===== config.mk =====
export PLATFORM = sky130hd
export DESIGN_NAME = uv_lamp_fault_monitor
export DESIGN_NICKNAME = d
export VERILOG_FILES = /design/src/hw/rtl/uvlfm_pkg.sv /design/src/hw/rtl/uv_lamp_fault_monitor.sv /design/src/hw/rtl/uvlfm_fifo.sv /design/src/hw/rtl/uvlfm_front.sv /design/src/hw/rtl/uvlfm_back.sv
export SDC_FILE = /design/constraint.sdc
export NUM_CORES = 1
export LEC_CHECK = 0
export ABC_CLOCK_PERIOD_IN_PS = 6600
export BUFFER_PORTS_ARGS = -buffer_cell sky130_fd_sc_hd__buf_2
export CORE_ASPECT_RATIO = 0.8
export CORE_UTILIZATION = 35
export CTS_CLUSTER_DIAMETER = 30
export CTS_CLUSTER_SIZE = 24
export DETAILED_ROUTE_END_ITERATION = 12
export PLACE_DENSITY = 0.51
export SYNTH_ARGS = -nofsm -noshare
export SYNTH_HDL_FRONTEND = slang
export SYNTH_SLANG_ARGS = --single-unit

===== constraint.sdc =====
create_clock -name clk -period 6.6 [get_ports clk]
set_clock_uncertainty 0.2 [all_clocks]
set_input_delay 0.33 -clock clk [delete_from_list [all_inputs] [get_ports clk]]
set_output_delay 0.33 -clock clk [all_outputs]
set_load 0.02 [all_outputs]

===== src/hw/rtl/uvlfm_pkg.sv =====
package uvlfm_pkg;

  // Config port geometry
  localparam int CFG_IDX_W  = 3;
  localparam int CFG_DATA_W = 10;

  // Depth of the job and result queues
  localparam int Q_DEPTH = 2;

  // Register indexes
  typedef enum logic [CFG_IDX_W-1:0] {
    REG_OVER_TH  = 3'd0,
    REG_UNDER_TH = 3'd1,
    REG_CHECK    = 3'd2,
    REG_RETRY    = 3'd3,
    REG_WAIT     = 3'd4
  } cfg_reg_t;

  // Reset values of the registers
  localparam logic [9:0] OVER_TH_RST  = 10'd1000;
  localparam logic [9:0] UNDER_TH_RST = 10'd20;
  localparam logic [7:0] CHECK_RST    = 8'd10;
  localparam logic [7:0] RETRY_RST    = 8'd3;
  localparam logic [7:0] WAIT_RST     = 8'd30;

  typedef struct packed {
    logic [9:0] over_threshold;
    logic [9:0] under_threshold;
    logic [7:0] check_ticks;
    logic [7:0] retry_limit;
    logic [7:0] retry_wait;
  } cfg_t;

  // Input beat
  typedef struct packed {
    logic [2:0] channel;
    logic       drive_on;
    logic [9:0] current_sample;
  } in_beat_t;

  // Result beat
  typedef struct packed {
    logic fault;
    logic retry_paused;
    logic cleared_now;
  } out_beat_t;

  // Classified job handed from front to back
  typedef struct packed {
    logic       ch_ok;
    logic [2:0] channel;
    logic       drive_on;
    logic       out_win;
  } job_t;

  // Per-channel monitor state
  typedef struct packed {
    logic [7:0] bad_timer;
    logic [7:0] good_timer;
    logic [7:0] failure_count;
    logic [7:0] pause_timer;
    logic       pause_flag;
    logic       fault_flag;
  } chan_st_t;

  function automatic logic [7:0] sat_inc(input logic [7:0] v);
    return (v == 8'hFF) ? v : v + 8'd1;
  endfunction

endpackage


===== src/hw/rtl/uv_lamp_fault_monitor.sv =====
// UV lamp current fault monitor. Each tick beat (channel, drive_on, current sample)
// yields exactly one result beat (fault, retry_paused, cleared_now) giving that
// channel's state after the tick; results leave in input order. Throughput is one
// beat per cycle while results are popped and no queue is full. When nothing stalls,
// the result of a beat accepted at one clock edge is on the result ports right after
// the next edge and can be popped there. The result path runs through the back
// end's read-modify-write of the per-channel state table, which sits between
// a two-entry job queue and a two-entry result queue. Channels at or above CHANNELS
// change nothing and report all zeros. The user must write registers through the
// cfg port only while no beat is in flight; the block does not enforce this. Indexes
// 0..4 are over/under threshold, check ticks, retry limit, retry wait.
module uv_lamp_fault_monitor import uvlfm_pkg::*; #(
  parameter int CHANNELS = 6
) (
  input  logic                  clk,
  input  logic                  rst_n,
  input  logic                  push,
  output logic                  full,
  input  in_beat_t              in_data,
  output logic                  empty,
  input  logic                  pop,
  output out_beat_t             out_data,
  input  logic                  cfg_we,
  input  logic [CFG_IDX_W-1:0]  cfg_idx,
  input  logic [CFG_DATA_W-1:0] cfg_wdata
);

  localparam int JOB_W = $bits(job_t);
  localparam int RES_W = $bits(out_beat_t);

  cfg_t             cfg_r;
  job_t             job_in, job_out;
  logic [JOB_W-1:0] job_q_rdata;
  logic             job_empty, job_pop;
  out_beat_t        res;
  logic [RES_W-1:0] res_q_rdata;
  logic             res_push, res_full;

  // Config registers
  always_ff @(posedge clk) begin
    if (!rst_n) begin
      cfg_r.over_threshold  <= OVER_TH_RST;
      cfg_r.under_threshold <= UNDER_TH_RST;
      cfg_r.check_ticks     <= CHECK_RST;
      cfg_r.retry_limit     <= RETRY_RST;
      cfg_r.retry_wait      <= WAIT_RST;
    end else if (cfg_we) begin
      unique case (cfg_reg_t'(cfg_idx))
        REG_OVER_TH:  cfg_r.over_threshold  <= cfg_wdata;
        REG_UNDER_TH: cfg_r.under_threshold <= cfg_wdata;
        REG_CHECK:    cfg_r.check_ticks     <= cfg_wdata[7:0];
        REG_RETRY:    cfg_r.retry_limit     <= cfg_wdata[7:0];
        REG_WAIT:     cfg_r.retry_wait      <= cfg_wdata[7:0];
        default: ;
      endcase
    end
  end

  uvlfm_front #(.CHANNELS(CHANNELS)) u_front (
    .cfg     (cfg_r),
    .in_data (in_data),
    .job     (job_in)
  );

  uvlfm_fifo #(.WIDTH(JOB_W), .DEPTH(Q_DEPTH)) u_job_q (
    .clk   (clk),
    .rst_n (rst_n),
    .push  (push),
    .wdata (job_in),
    .full  (full),
    .pop   (job_pop),
    .rdata (job_q_rdata),
    .empty (job_empty)
  );

  assign job_out = job_t'(job_q_rdata);

  uvlfm_back #(.CHANNELS(CHANNELS)) u_back (
    .clk       (clk),
    .rst_n     (rst_n),
    .cfg       (cfg_r),
    .job       (job_out),
    .job_empty (job_empty),
    .job_pop   (job_pop),
    .res       (res),
    .res_push  (res_push),
    .res_full  (res_full)
  );

  uvlfm_fifo #(.WIDTH(RES_W), .DEPTH(Q_DEPTH)) u_res_q (
    .clk   (clk),
    .rst_n (rst_n),
    .push  (res_push),
    .wdata (res),
    .full  (res_full),
    .pop   (pop),
    .rdata (res_q_rdata),
    .empty (empty)
  );

  assign out_data = out_beat_t'(res_q_rdata);

endmodule


===== src/hw/rtl/uvlfm_fifo.sv =====
// Small synchronous queue, registered flags, one push (while not full) and one pop (while not empty) per cycle.
module uvlfm_fifo #(
  parameter int WIDTH = 8,
  parameter int DEPTH = 2
) (
  input  logic             clk,
  input  logic             rst_n,
  input  logic             push,
  input  logic [WIDTH-1:0] wdata,
  output logic             full,
  input  logic             pop,
  output logic [WIDTH-1:0] rdata,
  output logic             empty
);

  localparam int PTR_W = (DEPTH > 1) ? $clog2(DEPTH) : 1;
  localparam int CNT_W = $clog2(DEPTH + 1);

  logic [WIDTH-1:0] mem_r [DEPTH];
  logic [PTR_W-1:0] wr_ptr_r, wr_ptr_nxt;
  logic [PTR_W-1:0] rd_ptr_r, rd_ptr_nxt;
  logic [CNT_W-1:0] cnt_r, cnt_nxt;
  logic             do_push, do_pop;

  assign full    = (cnt_r == CNT_W'(DEPTH));
  assign empty   = (cnt_r == '0);
  assign do_push = push && !full;
  assign do_pop  = pop && !empty;
  assign rdata   = mem_r[rd_ptr_r];

  // Pointer and count update
  always_comb begin
    wr_ptr_nxt = wr_ptr_r;
    rd_ptr_nxt = rd_ptr_r;
    if (do_push) begin
      wr_ptr_nxt = (wr_ptr_r == PTR_W'(DEPTH - 1)) ? '0 : wr_ptr_r + 1'b1;
    end
    if (do_pop) begin
      rd_ptr_nxt = (rd_ptr_r == PTR_W'(DEPTH - 1)) ? '0 : rd_ptr_r + 1'b1;
    end
    cnt_nxt = cnt_r + CNT_W'(do_push) - CNT_W'(do_pop);
  end

  always_ff @(posedge clk) begin
    if (!rst_n) begin
      wr_ptr_r <= '0;
      rd_ptr_r <= '0;
      cnt_r    <= '0;
    end else begin
      wr_ptr_r <= wr_ptr_nxt;
      rd_ptr_r <= rd_ptr_nxt;
      cnt_r    <= cnt_nxt;
    end
  end

  // Storage, no reset
  always_ff @(posedge clk) begin
    if (do_push) begin
      mem_r[wr_ptr_r] <= wdata;
    end
  end

endmodule


===== src/hw/rtl/uvlfm_front.sv =====
// Front end: range-checks the channel and classifies the sample window.
module uvlfm_front import uvlfm_pkg::*; #(
  parameter int CHANNELS = 6
) (
  input  cfg_t     cfg,
  input  in_beat_t in_data,
  output job_t     job
);

  logic [31:0] ch_ext;

  assign ch_ext = 32'(in_data.channel);

  always_comb begin
    job.ch_ok    = (ch_ext < 32'(CHANNELS));
    job.channel  = in_data.channel;
    job.drive_on = in_data.drive_on;
    // Out of window if either bound trips; overlapping bounds just OR
    job.out_win  = (in_data.current_sample >= cfg.over_threshold) ||
                   (in_data.current_sample <= cfg.under_threshold);
  end

endmodule


===== src/hw/rtl/uvlfm_back.sv =====
// Back end: read-modify-write of the per-channel state, written back when a job fires.
module uvlfm_back import uvlfm_pkg::*; #(
  parameter int CHANNELS = 6
) (
  input  logic      clk,
  input  logic      rst_n,
  input  cfg_t      cfg,
  input  job_t      job,
  input  logic      job_empty,
  output logic      job_pop,
  output out_beat_t res,
  output logic      res_push,
  input  logic      res_full
);

  localparam int IDX_W = (CHANNELS > 1) ? $clog2(CHANNELS) : 1;

  chan_st_t         st_r [CHANNELS];
  chan_st_t         cur, upd;
  logic [31:0]      ch_ext;
  logic [IDX_W-1:0] idx;
  logic             fire;
  logic             cleared;
  logic [7:0]       b1, g1, f1, p1;

  assign ch_ext   = 32'(job.channel);
  assign idx      = ch_ext[IDX_W-1:0];
  assign fire     = !job_empty && !res_full;
  assign job_pop  = fire;
  assign res_push = fire;
  assign cur      = job.ch_ok ? st_r[idx] : '0;

  // Channel state update
  always_comb begin
    upd     = cur;
    cleared = 1'b0;
    b1      = sat_inc(cur.bad_timer);
    g1      = sat_inc(cur.good_timer);
    f1      = sat_inc(cur.failure_count);
    p1      = sat_inc(cur.pause_timer);
    if (job.drive_on && !cur.pause_flag) begin
      if (job.out_win) begin
        upd.good_timer = '0;
        upd.bad_timer  = b1;
        if (b1 >= cfg.check_ticks) begin
          if (f1 >= cfg.retry_limit) begin
            // retries used up: latch the fault
            upd.failure_count = cfg.retry_limit;
            upd.bad_timer     = cfg.check_ticks;
            upd.fault_flag    = 1'b1;
          end else begin
            upd.failure_count = f1;
            upd.bad_timer     = '0;
            upd.pause_flag    = 1'b1;
          end
        end
      end else begin
        upd.bad_timer  = '0;
        upd.good_timer = g1;
        if (g1 >= cfg.check_ticks) begin
          // good run complete: clear fault and retries
          upd.good_timer    = cfg.check_ticks;
          cleared           = cur.fault_flag;
          upd.fault_flag    = 1'b0;
          upd.failure_count = '0;
        end
      end
    end else begin
      upd.good_timer = '0;
      upd.bad_timer  = '0;
      if (cur.pause_flag) begin
        upd.pause_timer = p1;
        if (p1 >= cfg.retry_wait) begin
          upd.pause_timer = '0;
          upd.pause_flag  = 1'b0;
        end
      end else begin
        upd.pause_timer   = '0;
        upd.failure_count = '0;
      end
    end
  end

  // Result beat; out-of-range channels report all zero
  always_comb begin
    res.fault        = job.ch_ok && upd.fault_flag;
    res.retry_paused = job.ch_ok && upd.pause_flag;
    res.cleared_now  = job.ch_ok && cleared;
  end

  always_ff @(posedge clk) begin
    if (!rst_n) begin
      for (int i = 0; i < CHANNELS; i++) begin
        st_r[i] <= '0;
      end
    end else if (fire && job.ch_ok) begin
      st_r[idx] <= upd;
    end
  end

endmodule


==> flow_summary.toml, run 1 <==
[yosys]
ys.flop_type = "edfxtp_1"
yosysTopAreaCell = "edfxtp_1"
netlist-cell-type-count = 109
yosysSeqAreaShare = 0.512
yosysMostFrequentCell = "edfxtp_1"
synth_common_cells = "290 x edfxtp_1, 238 x nor2_1, 197 x nand2_1"
ys_warn_count = 0
synth-edff-count = 290
synthTopCellsByArea = "edfxtp_1 46%, dfxtp_1 5.7%, nor2_1 4.7%"
synth_top_area_frac = 0.455
synth.avg_cell_area_um2 = 10.5
syn_nets = 1915
async_reset_ff_frac = 0
ys_ff_latch = 344
synth_area_um2 = 19100
synth_cells = 1823

[drt]
viasPerCell = 5.55
drc = 0
ant_nets = 0
wl_um = 62800
vias = 14900
firstDrtPassIters = 6
drt_iter0_drc = 1631
wl_per_cell_um = 23.4

[run]
cap_violations = 0

[global_routing]
grt_pass1_wl_um = 93700
grt_pass1_vias = 14600
grt_antenna_before_repair = 0
grt_remaining_overflow = 0
grt_max_degree = 59
grt_usage = 0.227

[floorplan]
die_area_um2 = 55600
pin_count = 37
dieWidth_um = 263
num_rows = 76
fp.dieH_um = 211
initial_utilization = 0.355
core_um2 = 53900

[finish]
final_nets = 2006
instances_no_fill = 2680
drive_gt1_frac = 0.163
syn2layout_area_growth_pct = 20.6

[clock_network]
ctsLongestPathBuffers = 3
clk_latency_ns = 0.61
cts_buffers = 78
h-tree-depth = 3
clk_pin_slew_ns = 0.05
cts_sinks = 344
cts_tree = "built"
cts_root_buf = "clkbuf_16"

[power]
combinationalPowerShare = 0.367
power_w = 0.0105
power.density_nw_per_um2 = 456
p_leak_nw = 8.62
sequentialPowerShare = 0.251
switching_share = 0.372
switchingPower_w = 0.00391
internal_power_w = 0.00661
ir_drop_mv = 0.225
clkPwrFrac = 0.382

[hold_path]
holdCritPathClass = "in -> reg"
hold_path_depth = 4
min_from = "pop"

[placement]
dp_hpwl_um = 41300
io_buffers = 36
gp_congestion = 0.896
place_inst = 2518

[sta]
tns_ns = 0
rsz0062_at_grt = "no"
finalWorstPathRequiredPeriod_ns = 6.24
setup_violations = 0
drv_slew = 0
max_freq_mhz = 160
hold_viol = 0
hold_ws_ns = 0.0432
fin_crit_sh = 0.946
slew-limit-headroom = 0.309
worst_slew_pin_slew_ns = 1.03

[setup_path]
slowest_delay_ns = 0.62
arrival_ns = 6.39
r2r_end = "u_back.st_r[4][10]$_SDFFCE_PN0P_"
path_class = "reg -> reg"
slowest_stage = "dfxtp_4"
crit_fanout = 29
crit_chain = "buf_4 -> nor2b_1 -> o2bb2ai_2 -> o31ai_1 -> o22ai_2 -> ha_1 -> o221ai_1 -> nor2_1 -> buf_4 -> nand3_2 -> mux2_2 -> ha_1 -> nand2_1 -> o21ai_0 -> a41oi_1 -> a21oi_1 -> nand2_1 -> nor2_1 -> o211ai_1 -> a22oi_1 -> buf_4 -> nor2_1"
rrSetupSlack_ns = 0.36
worstSetupStartpointType = "register"
path_buf_inv = 3
worstPathRequired_ns = 6.74
worst_setup_path_end_kind = "register"
cp_top_family = "compound AO/OA/AOI/OAI gates"
ff2ff_path_depth = 22

[run_status]
status = "complete, no violations"
-- registers in the layout, indices dropped and copies added, names as in the netlist, named ones only --
name and cells:
u_job_q.rd_ptr_r 1, u_res_q.rd_ptr_r 1, u_job_q.mem_r 12, u_job_q.wr_ptr_r 1
u_back.st_r 272, cfg_r 44, u_res_q.wr_ptr_r 1, u_res_q.mem_r 6
u_res_q.cnt_r 2, u_job_q.cnt_r 2
-- per-layer routing --
metal / part of all wire / track usage
met4: 0.020 / 0.0629
met1: 0.48 / 0.330
met2: 0.42 / 0.333
met5: 0 / 0
met3: 0.085 / 0.0572
-- cell families (layout without fill, tap and decap cells) --
kind of cell               Yosys count  in the layout  share of synthesized area
AOI/OAI and AO/OA                  422            422                      0.163
xor gates and xnor gates            15             15                    0.00687
adders and majority gates           60             60                     0.0392
buffers and inverters              202            356                     0.0539
DFF                                344            344                      0.512
muxes                              104            104                     0.0594
other                                0              1                          0
and+or+nand+nor                    676            676                      0.166
-- layout by cell type, fill, tap and decap left out, drive strengths merged, types with 9 or more instances in the layout --
| cell type | n |
|---|---|
| nor2 | 238 |
| mux2i | 84 |
| dfxtp | 54 |
| a211oi | 25 |
| nand3 | 41 |
| and3 | 13 |
| clkbuf | 95 |
| mux2 | 18 |
| bufinv | 13 |
| o21a | 9 |
| nand2 | 200 |
| nand2b | 31 |
| o221ai | 9 |
| inv | 98 |
| a21oi | 78 |
| o21ai | 80 |
| o22ai | 13 |
| o22a | 10 |
| edfxtp | 290 |
| clkinv | 23 |
| a21boi | 45 |
| a2111oi | 9 |
| buf | 104 |
| nor3 | 42 |
| nor4 | 13 |
| o31ai | 13 |
| a221oi | 15 |
| nor2b | 29 |
| xnor2 | 10 |
| dlygate4sd3 | 18 |
| a21o | 16 |
| o211ai | 45 |
| ha | 60 |
| and2 | 35 |
-- how the worst max path moves through the flow --
| stage | from | to | depth (start not counted) |
|---|---|---|---|
| after global placement | register | u_back.st_r[0][10]$_SDFFCE_PN0P_ | 21 |
| after detailed placement | register | u_back.st_r[7][10]$_DFFE_PP_ | 21 |
| final | register | u_back.st_r[4][10]$_SDFFCE_PN0P_ | 22 |
| after global routing | u_job_q.mem_r[0][3]$_DFFE_PP_ | u_back.st_r[1][16]$_SDFFCE_PN0P_ | 23 |
| after CTS | register | u_back.st_r[4][10]$_SDFFCE_PN0P_ | 21 |
| after floorplan | register | u_back.st_r[5][0]$_DFFE_PP_ | 8 |
-- per-stage QoR --
step           setup WS (ns)  cell area [um2]  utilization
2_1_floorplan          0.745            19100            -
3_3_place_gp           0.410            20200        0.374
3_5_place_dp           0.456            20200        0.374
4_1_cts                0.436            23100        0.428
5_1_grt               0.0985            23100        0.428
6_report               0.356            23100        0.428
-- timing repair --
item / in CTS / in global routing
endpoints found under the setup margin: 0 / 20
setup buffers: 0 / 0
endpoints found under the hold margin: 56 / 0
hold buffers: 18 / 0
gates resized for setup: 0 / 2
-- power by group through the flow --
stage          Combinational [W]  Sequential, W  Clock [W]
6_report                 0.00386        0.00264    0.00402
5_1_grt                  0.00418        0.00266    0.00418
4_1_cts                  0.00380        0.00264    0.00407
3_5_place_dp             0.00377        0.00268          0
3_3_place_gp             0.00376        0.00267          0
2_1_floorplan            0.00265        0.00262          0
-- worst reg2reg max path, cell delays in order, from the launching register on --
cell and delay (ns):
dfxtp_4 0.62, buf_4 0.33, nor2b_1 0.34, o2bb2ai_2 0.30, o31ai_1 0.16, o22ai_2 0.41, ha_1 0.33, o221ai_1 0.27
nor2_1 0.16, buf_4 0.17, nand3_2 0.18, mux2_2 0.35, ha_1 0.27, nand2_1 0.04, o21ai_0 0.15, a41oi_1 0.15
a21oi_1 0.40, nand2_1 0.17, nor2_1 0.23, o211ai_1 0.13, a22oi_1 0.34, buf_4 0.22, nor2_1 0.05
-- cell type report --
type / count / area [um2]
sequential: 344 / 9790
fill: 5094 / 30800
antenna: 1 / 2.50
clock inverter: 48 / 633
inverter: 91 / 342
multi-input combinational: 1277 / 8380
clock buffer: 95 / 2090
timing repair buffer: 122 / 958
tap: 702 / 878
(Power assumes the default switching activity.)
==> inputs of run 2 (changes only) <==
SYNTH_HIERARCHICAL = 1   (was not set)
==> flow_summary.toml, run 2 <==
[run_status]
status = "complete, no violations"

[power]
power_w = 0.00957
switching_share = 0.363
p_leak_nw = 7.83
power.density_nw_per_um2 = 456
clkPwrFrac = 0.356
sequentialPowerShare = 0.275
ir_drop_mv = 0.208
internal_power_w = 0.00610
switchingPower_w = 0.00347
combinationalPowerShare = 0.370

[sta]
drv_slew = 0
max_freq_mhz = 164
slew-limit-headroom = 0.318
fin_crit_sh = 0.923
worst_slew_pin_slew_ns = 1.02
setup_violations = 0
tns_ns = 0
hold_viol = 0
finalWorstPathRequiredPeriod_ns = 6.09
rsz0062_at_grt = "no"

[floorplan]
initial_utilization = 0.358
pin_count = 37
die_area_um2 = 51000
num_rows = 72
dieWidth_um = 252
fp.dieH_um = 202
core_um2 = 48900

[yosys]
yosysMostFrequentCell = "edfxtp_1"
ys_warn_count = 6
synth_cells = 1413
syn_nets = 1505
yosysTopAreaCell = "edfxtp_1"
synthTopCellsByArea = "edfxtp_1 50%, mux4_2 8.4%, dfxtp_1 6.2%"
synth-edff-count = 290
netlist-cell-type-count = 86
synth_common_cells = "290 x edfxtp_1, 149 x nor2_1, 117 x nand2_1"
async_reset_ff_frac = 0
ys_ff_latch = 344
synth_area_um2 = 17500
synth_top_area_frac = 0.497
synth.avg_cell_area_um2 = 12.4
yosysSeqAreaShare = 0.558
ys.flop_type = "edfxtp_1"

[drt]
drt_iter0_drc = 1073
ant_nets = 0
wl_um = 49500
wl_per_cell_um = 22.3
drc = 0
vias = 11900
viasPerCell = 5.37
firstDrtPassIters = 5

[finish]
largest_reg_flops = 272
instances_no_fill = 2218
final_common_cell = "edfxtp_1"
final_nets = 1590
final_cell_mix = "290 x edfxtp_1, 149 x nor2_1, 111 x nand2_1, 80 x nor3_1, 69 x clkbuf_16"
drive_gt1_frac = 0.201
fillers = 4562
final_util = 0.429
largest-register = "u_back/st_r"
syn2layout_area_growth_pct = 19.7
reg.largest.list = "u_back/st_r (272), cfg_r (44), u_job_q/mem_r (12)"

[setup_path]
worst_setup_path_end_kind = "register"
path_class = "reg -> reg"
arrival_ns = 6.16
worstSetupStartpointType = "register"
worstPathRequired_ns = 6.67
crit_fanout = 25

[clock_network]
clk_pin_slew_ns = 0.05
h-tree-depth = 3
cts_buffers = 67
ctsLongestPathBuffers = 3
cts_root_buf = "clkbuf_16"
cts_sinks = 344
clk_latency_ns = 0.58
cts_setup_buffers = 0
cts_tree = "built"

[placement]
place_inst = 2074
gp_congestion = 0.915
io_buffers = 36
dp_hpwl_um = 32200

[global_routing]
grt_usage = 0.198
grt_max_degree = 67
grt_pass1_wl_um = 75100
grt_antenna_before_repair = 1
grt_remaining_overflow = 0
grt_pass1_vias = 12000

[hold_path]
holdCritPathClass = "in -> reg"

[run]
cap_violations = 0
[run 2: layer usage]
layer	routed length, um	track usage
met2	21400	0.288
met3	2550	0.0344
met4	1190	0.0634
met5	0	0
met1	24300	0.296
[run 2: worst paths after layout]
check | to | cells after the start | slack [ns] | startpoint
setup reg to reg | u_res_q/mem_r[1][2]$_DFFE_PP_ | 16 | 0.51 | register
setup / recovery | u_res_q/mem_r[1][2]$_DFFE_PP_ | 16 | 0.51 | register
hold / removal | u_res_q/wr_ptr_r$_SDFFE_PN0P_ | 3 | 0.02 | rst_n
hold reg to reg | cfg_r[33]$_SDFFE_PN0P_ | 2 | 0.26 | cfg_r[33]$_SDFFE_PN0P_
[run 2: logic make-up after synthesis]
| group | share of synthesized area |
|---|---|
| buf+inv | 0.0383 |
| compound gates | 0.0716 |
| simple gates | 0.138 |
| xor+xnor | 0.00600 |
| fa+ha+maj | 0.0428 |
| mux | 0.145 |
| flops | 0.558 |
[run 2: worst max-delay path, stage by stage (launching register included)]
cell	delay [ns]
dfxtp_1	0.50
mux2_8	0.55
buf_4	0.25
buf_4	0.20
and2_1	0.24
a221oi_1	0.61
o2111a_1	0.39
nand3_1	0.27
o21ai_0	0.22
ha_1	0.30
a2111oi_0	0.47
nand2_1	0.11
o21bai_1	0.23
nand2_1	0.28
o31ai_1	0.12
a21oi_1	0.66
nor2_1	0.17
[run 2: final cells by class]
| type | count | area [um2] | share of cell area |
|---|---|---|---|
| multi-input cells | 922 | 7120 | 0.339 |
| well taps | 666 | 833 | 0.0397 |
| repair buffers | 98 | 723 | 0.0345 |
| clock inverters | 42 | 483 | 0.0230 |
| diodes | 2 | 5.00 | 0.000239 |
| flip-flops and latches | 344 | 9790 | 0.467 |
| inverters | 65 | 244 | 0.0116 |
| clock buffers | 79 | 1780 | 0.0850 |
[run 2: stage by stage]
stage               hold WS [ns]  setup slack (ns)  instance area [um2]
floorplan                  0.235              1.09                17500
global placement           0.244             0.617                18500
detailed placement         0.249             0.503                18500
CTS                      0.00291             0.499                21000
global route              0.0262             0.102                21000
finish                    0.0199             0.506                21000
[run 2: timing repair]
item	4_1_cts	5_1_grt
hold buffers	21	0
endpoints found under the hold margin	49	0
resized for setup	0	2
endpoints found under the setup margin	0	4
[run 2: power groups by stage]
stage               logic (W)  clock network [W]  registers (W)
floorplan             0.00246                  0        0.00264
global placement      0.00346                  0        0.00266
detailed placement    0.00348                  0        0.00267
CTS                   0.00350            0.00347        0.00263
global route          0.00383            0.00357        0.00265
finish                0.00354            0.00340        0.00263
==> inputs of run 3 (changes only) <==
CELL_PAD_IN_SITES_DETAIL_PLACEMENT = 1   (was not set)
CELL_PAD_IN_SITES_GLOBAL_PLACEMENT = 1   (was not set)
PLACE_DENSITY = 0.58   (was 0.51)
==> flow_summary.toml, run 3 (synthesis gave the netlist of run 2 again) <==
[finish]
final_common_cell = "edfxtp_1"
syn2layout_area_growth_pct = 22.0
reg.largest.list = "u_back/st_r (272), cfg_r (44), u_job_q/mem_r (12)"
multi_input_area_um2 = 7130
drive_gt1_frac = 0.215
largest_reg_flops = 272
final_cell_mix = "290 x edfxtp_1, 149 x nor2_1, 111 x nand2_1, 80 x nor3_1, 77 x clkbuf_16"
final_area_um2 = 21400
final_nets = 1599
largest-register = "u_back/st_r"
ff_latch_area_um2 = 9790
antenna_cells = 0
fillers = 5085

[global_routing]
grt_antenna_before_repair = 0
grt_max_degree = 74
grt_pass1_wl_um = 81800
grt_pass1_vias = 12900
grt_usage = 0.215
grt_remaining_overflow = 0

[clock_network]
h-tree-depth = 3
clk_latency_ns = 0.60
cts_setup_buffers = 0
cts_root_buf = "clkbuf_16"
cts_buffers = 72
clk_pin_slew_ns = 0.05
cts_tree = "built"
ctsLongestPathBuffers = 3
cts_sinks = 344

[power]
p_leak_nw = 7.99
ir_drop_mv = 0.307
power.density_nw_per_um2 = 474

[sta]
slew-limit-headroom = 0.244
max_freq_mhz = 164
finalWorstPathRequiredPeriod_ns = 6.09
tns_ns = 0
rsz0062_at_grt = "no"
drv_slew = 0
setup_violations = 0
worst_slew_pin_slew_ns = 1.13
fin_crit_sh = 0.923
hold_viol = 0

[floorplan]
die_area_um2 = 51000
pin_count = 37
fp.dieH_um = 202
core_um2 = 48900
initial_utilization = 0.358
num_rows = 72
dieWidth_um = 252

[run_status]
status = "complete, no violations"

[setup_path]
slowest_delay_ns = 0.74
arrival_ns = 6.16
crit_cells = 17
crit_fanout = 10
slowest_stage = "o32ai_1"
path_class = "reg -> reg"
ff2ff_path_depth = 17
worstSetupStartpointType = "register"
worst_setup_path_end_kind = "register"
path_buf_inv = 2
cp_top_family = "compound AO/OA/AOI/OAI gates"
worstPathRequired_ns = 6.67
crit_chain = "mux2_2 -> inv_1 -> mux2_2 -> nand2_1 -> inv_1 -> ha_1 -> o2111a_1 -> a21oi_1 -> xor2_1 -> ha_1 -> a21o_1 -> a2111oi_0 -> o21ai_1 -> o211ai_1 -> a211oi_1 -> o32ai_1 -> nor2_1"

[placement]
gp_congestion = 0.896
dp_hpwl_um = 34500
dpl_cell_area_um2 = 18500
io_buffers = 36

[drt]
viasPerCell = 5.46
drt_iter0_drc = 889
drc = 0
firstDrtPassIters = 5
vias = 12200
wl_per_cell_um = 23.8
ant_nets = 0
wl_um = 53200

[hold_path]
holdCritPathClass = "in -> reg"
hold_path_depth = 3

[run]
cap_violations = 0
==> run 3: cell type report <==
| cell class | count | area share |
|---|---|---|
| Clock inverter | 50 | 0.0311 |
| Tap cell | 666 | 0.0390 |
| Timing Repair Buffer | 102 | 0.0354 |
| Inverter | 65 | 0.0114 |
| Clock buffer | 83 | 0.0921 |
| Multi-Input combinational cell | 922 | 0.333 |
| Sequential cell | 344 | 0.458 |
==> run 3: worst register-to-register path, cell delays in order, from the launching register on <==
cell and delay (ns):
dfxtp_1 0.51, mux2_2 0.49, inv_1 0.52, mux2_2 0.45, nand2_1 0.12, inv_1 0.06
ha_1 0.24, o2111a_1 0.23, a21oi_1 0.21, xor2_1 0.21, ha_1 0.29, a21o_1 0.19
a2111oi_0 0.40, o21ai_1 0.33, o211ai_1 0.36, a211oi_1 0.09, o32ai_1 0.74, nor2_1 0.16
==> run 3: final timing paths <==
kind	end	slack (ns)	from
max reg2reg	u_back/st_r[5][12]$_DFFE_PP_	0.51	register
max	u_back/st_r[5][12]$_DFFE_PP_	0.51	register
min	cfg_r[39]$_SDFFE_PN1P_	0.08	cfg_we
min reg2reg	cfg_r[25]$_SDFFE_PN0P_	0.26	cfg_r[25]$_SDFFE_PN0P_
==> run 3: metrics by stage <==
| step | hold slack [ns] | power, W | utilization | worst slack, ns | std cells |
|---|---|---|---|---|---|
| 5_1_grt | 0.0790 | 0.0106 | 0.437 | 0.0384 | 2232 |
| 2_1_floorplan | 0.235 | 0.00510 | - | 1.09 | 1413 |
| 4_1_cts | 0.0398 | 0.0102 | 0.437 | 0.427 | 2232 |
| 3_3_place_gp | 0.244 | 0.00616 | 0.378 | 0.666 | 2076 |
| 6_report | 0.0771 | 0.0101 | 0.437 | 0.511 | 2232 |
| 3_5_place_dp | 0.259 | 0.00622 | 0.378 | 0.499 | 2076 |
==> run 3: repair_timing <==
| action | CTS | global route |
|---|---|---|
| hold buffers | 23 | 0 |
| endpoints found under the hold margin | 51 | 0 |
| resized for setup | 0 | 2 |
| setup endpoints to repair | 0 | 4 |
==> run 3: metal layers <==
metal,global-route usage,up-vias,part of all wire
met5,0,-,0
met3,0.0344,86,0.044
met1,0.318,6284,0.50
met2,0.321,282,0.44
met4,0.0677,0,0.022
li1,-,5533,-
==> run 3: report_power, final <==
part	internal, W	switching, W
sequential	0.00256	0.0000688
clock	0.00266	0.00124
combinational	0.00127	0.00234
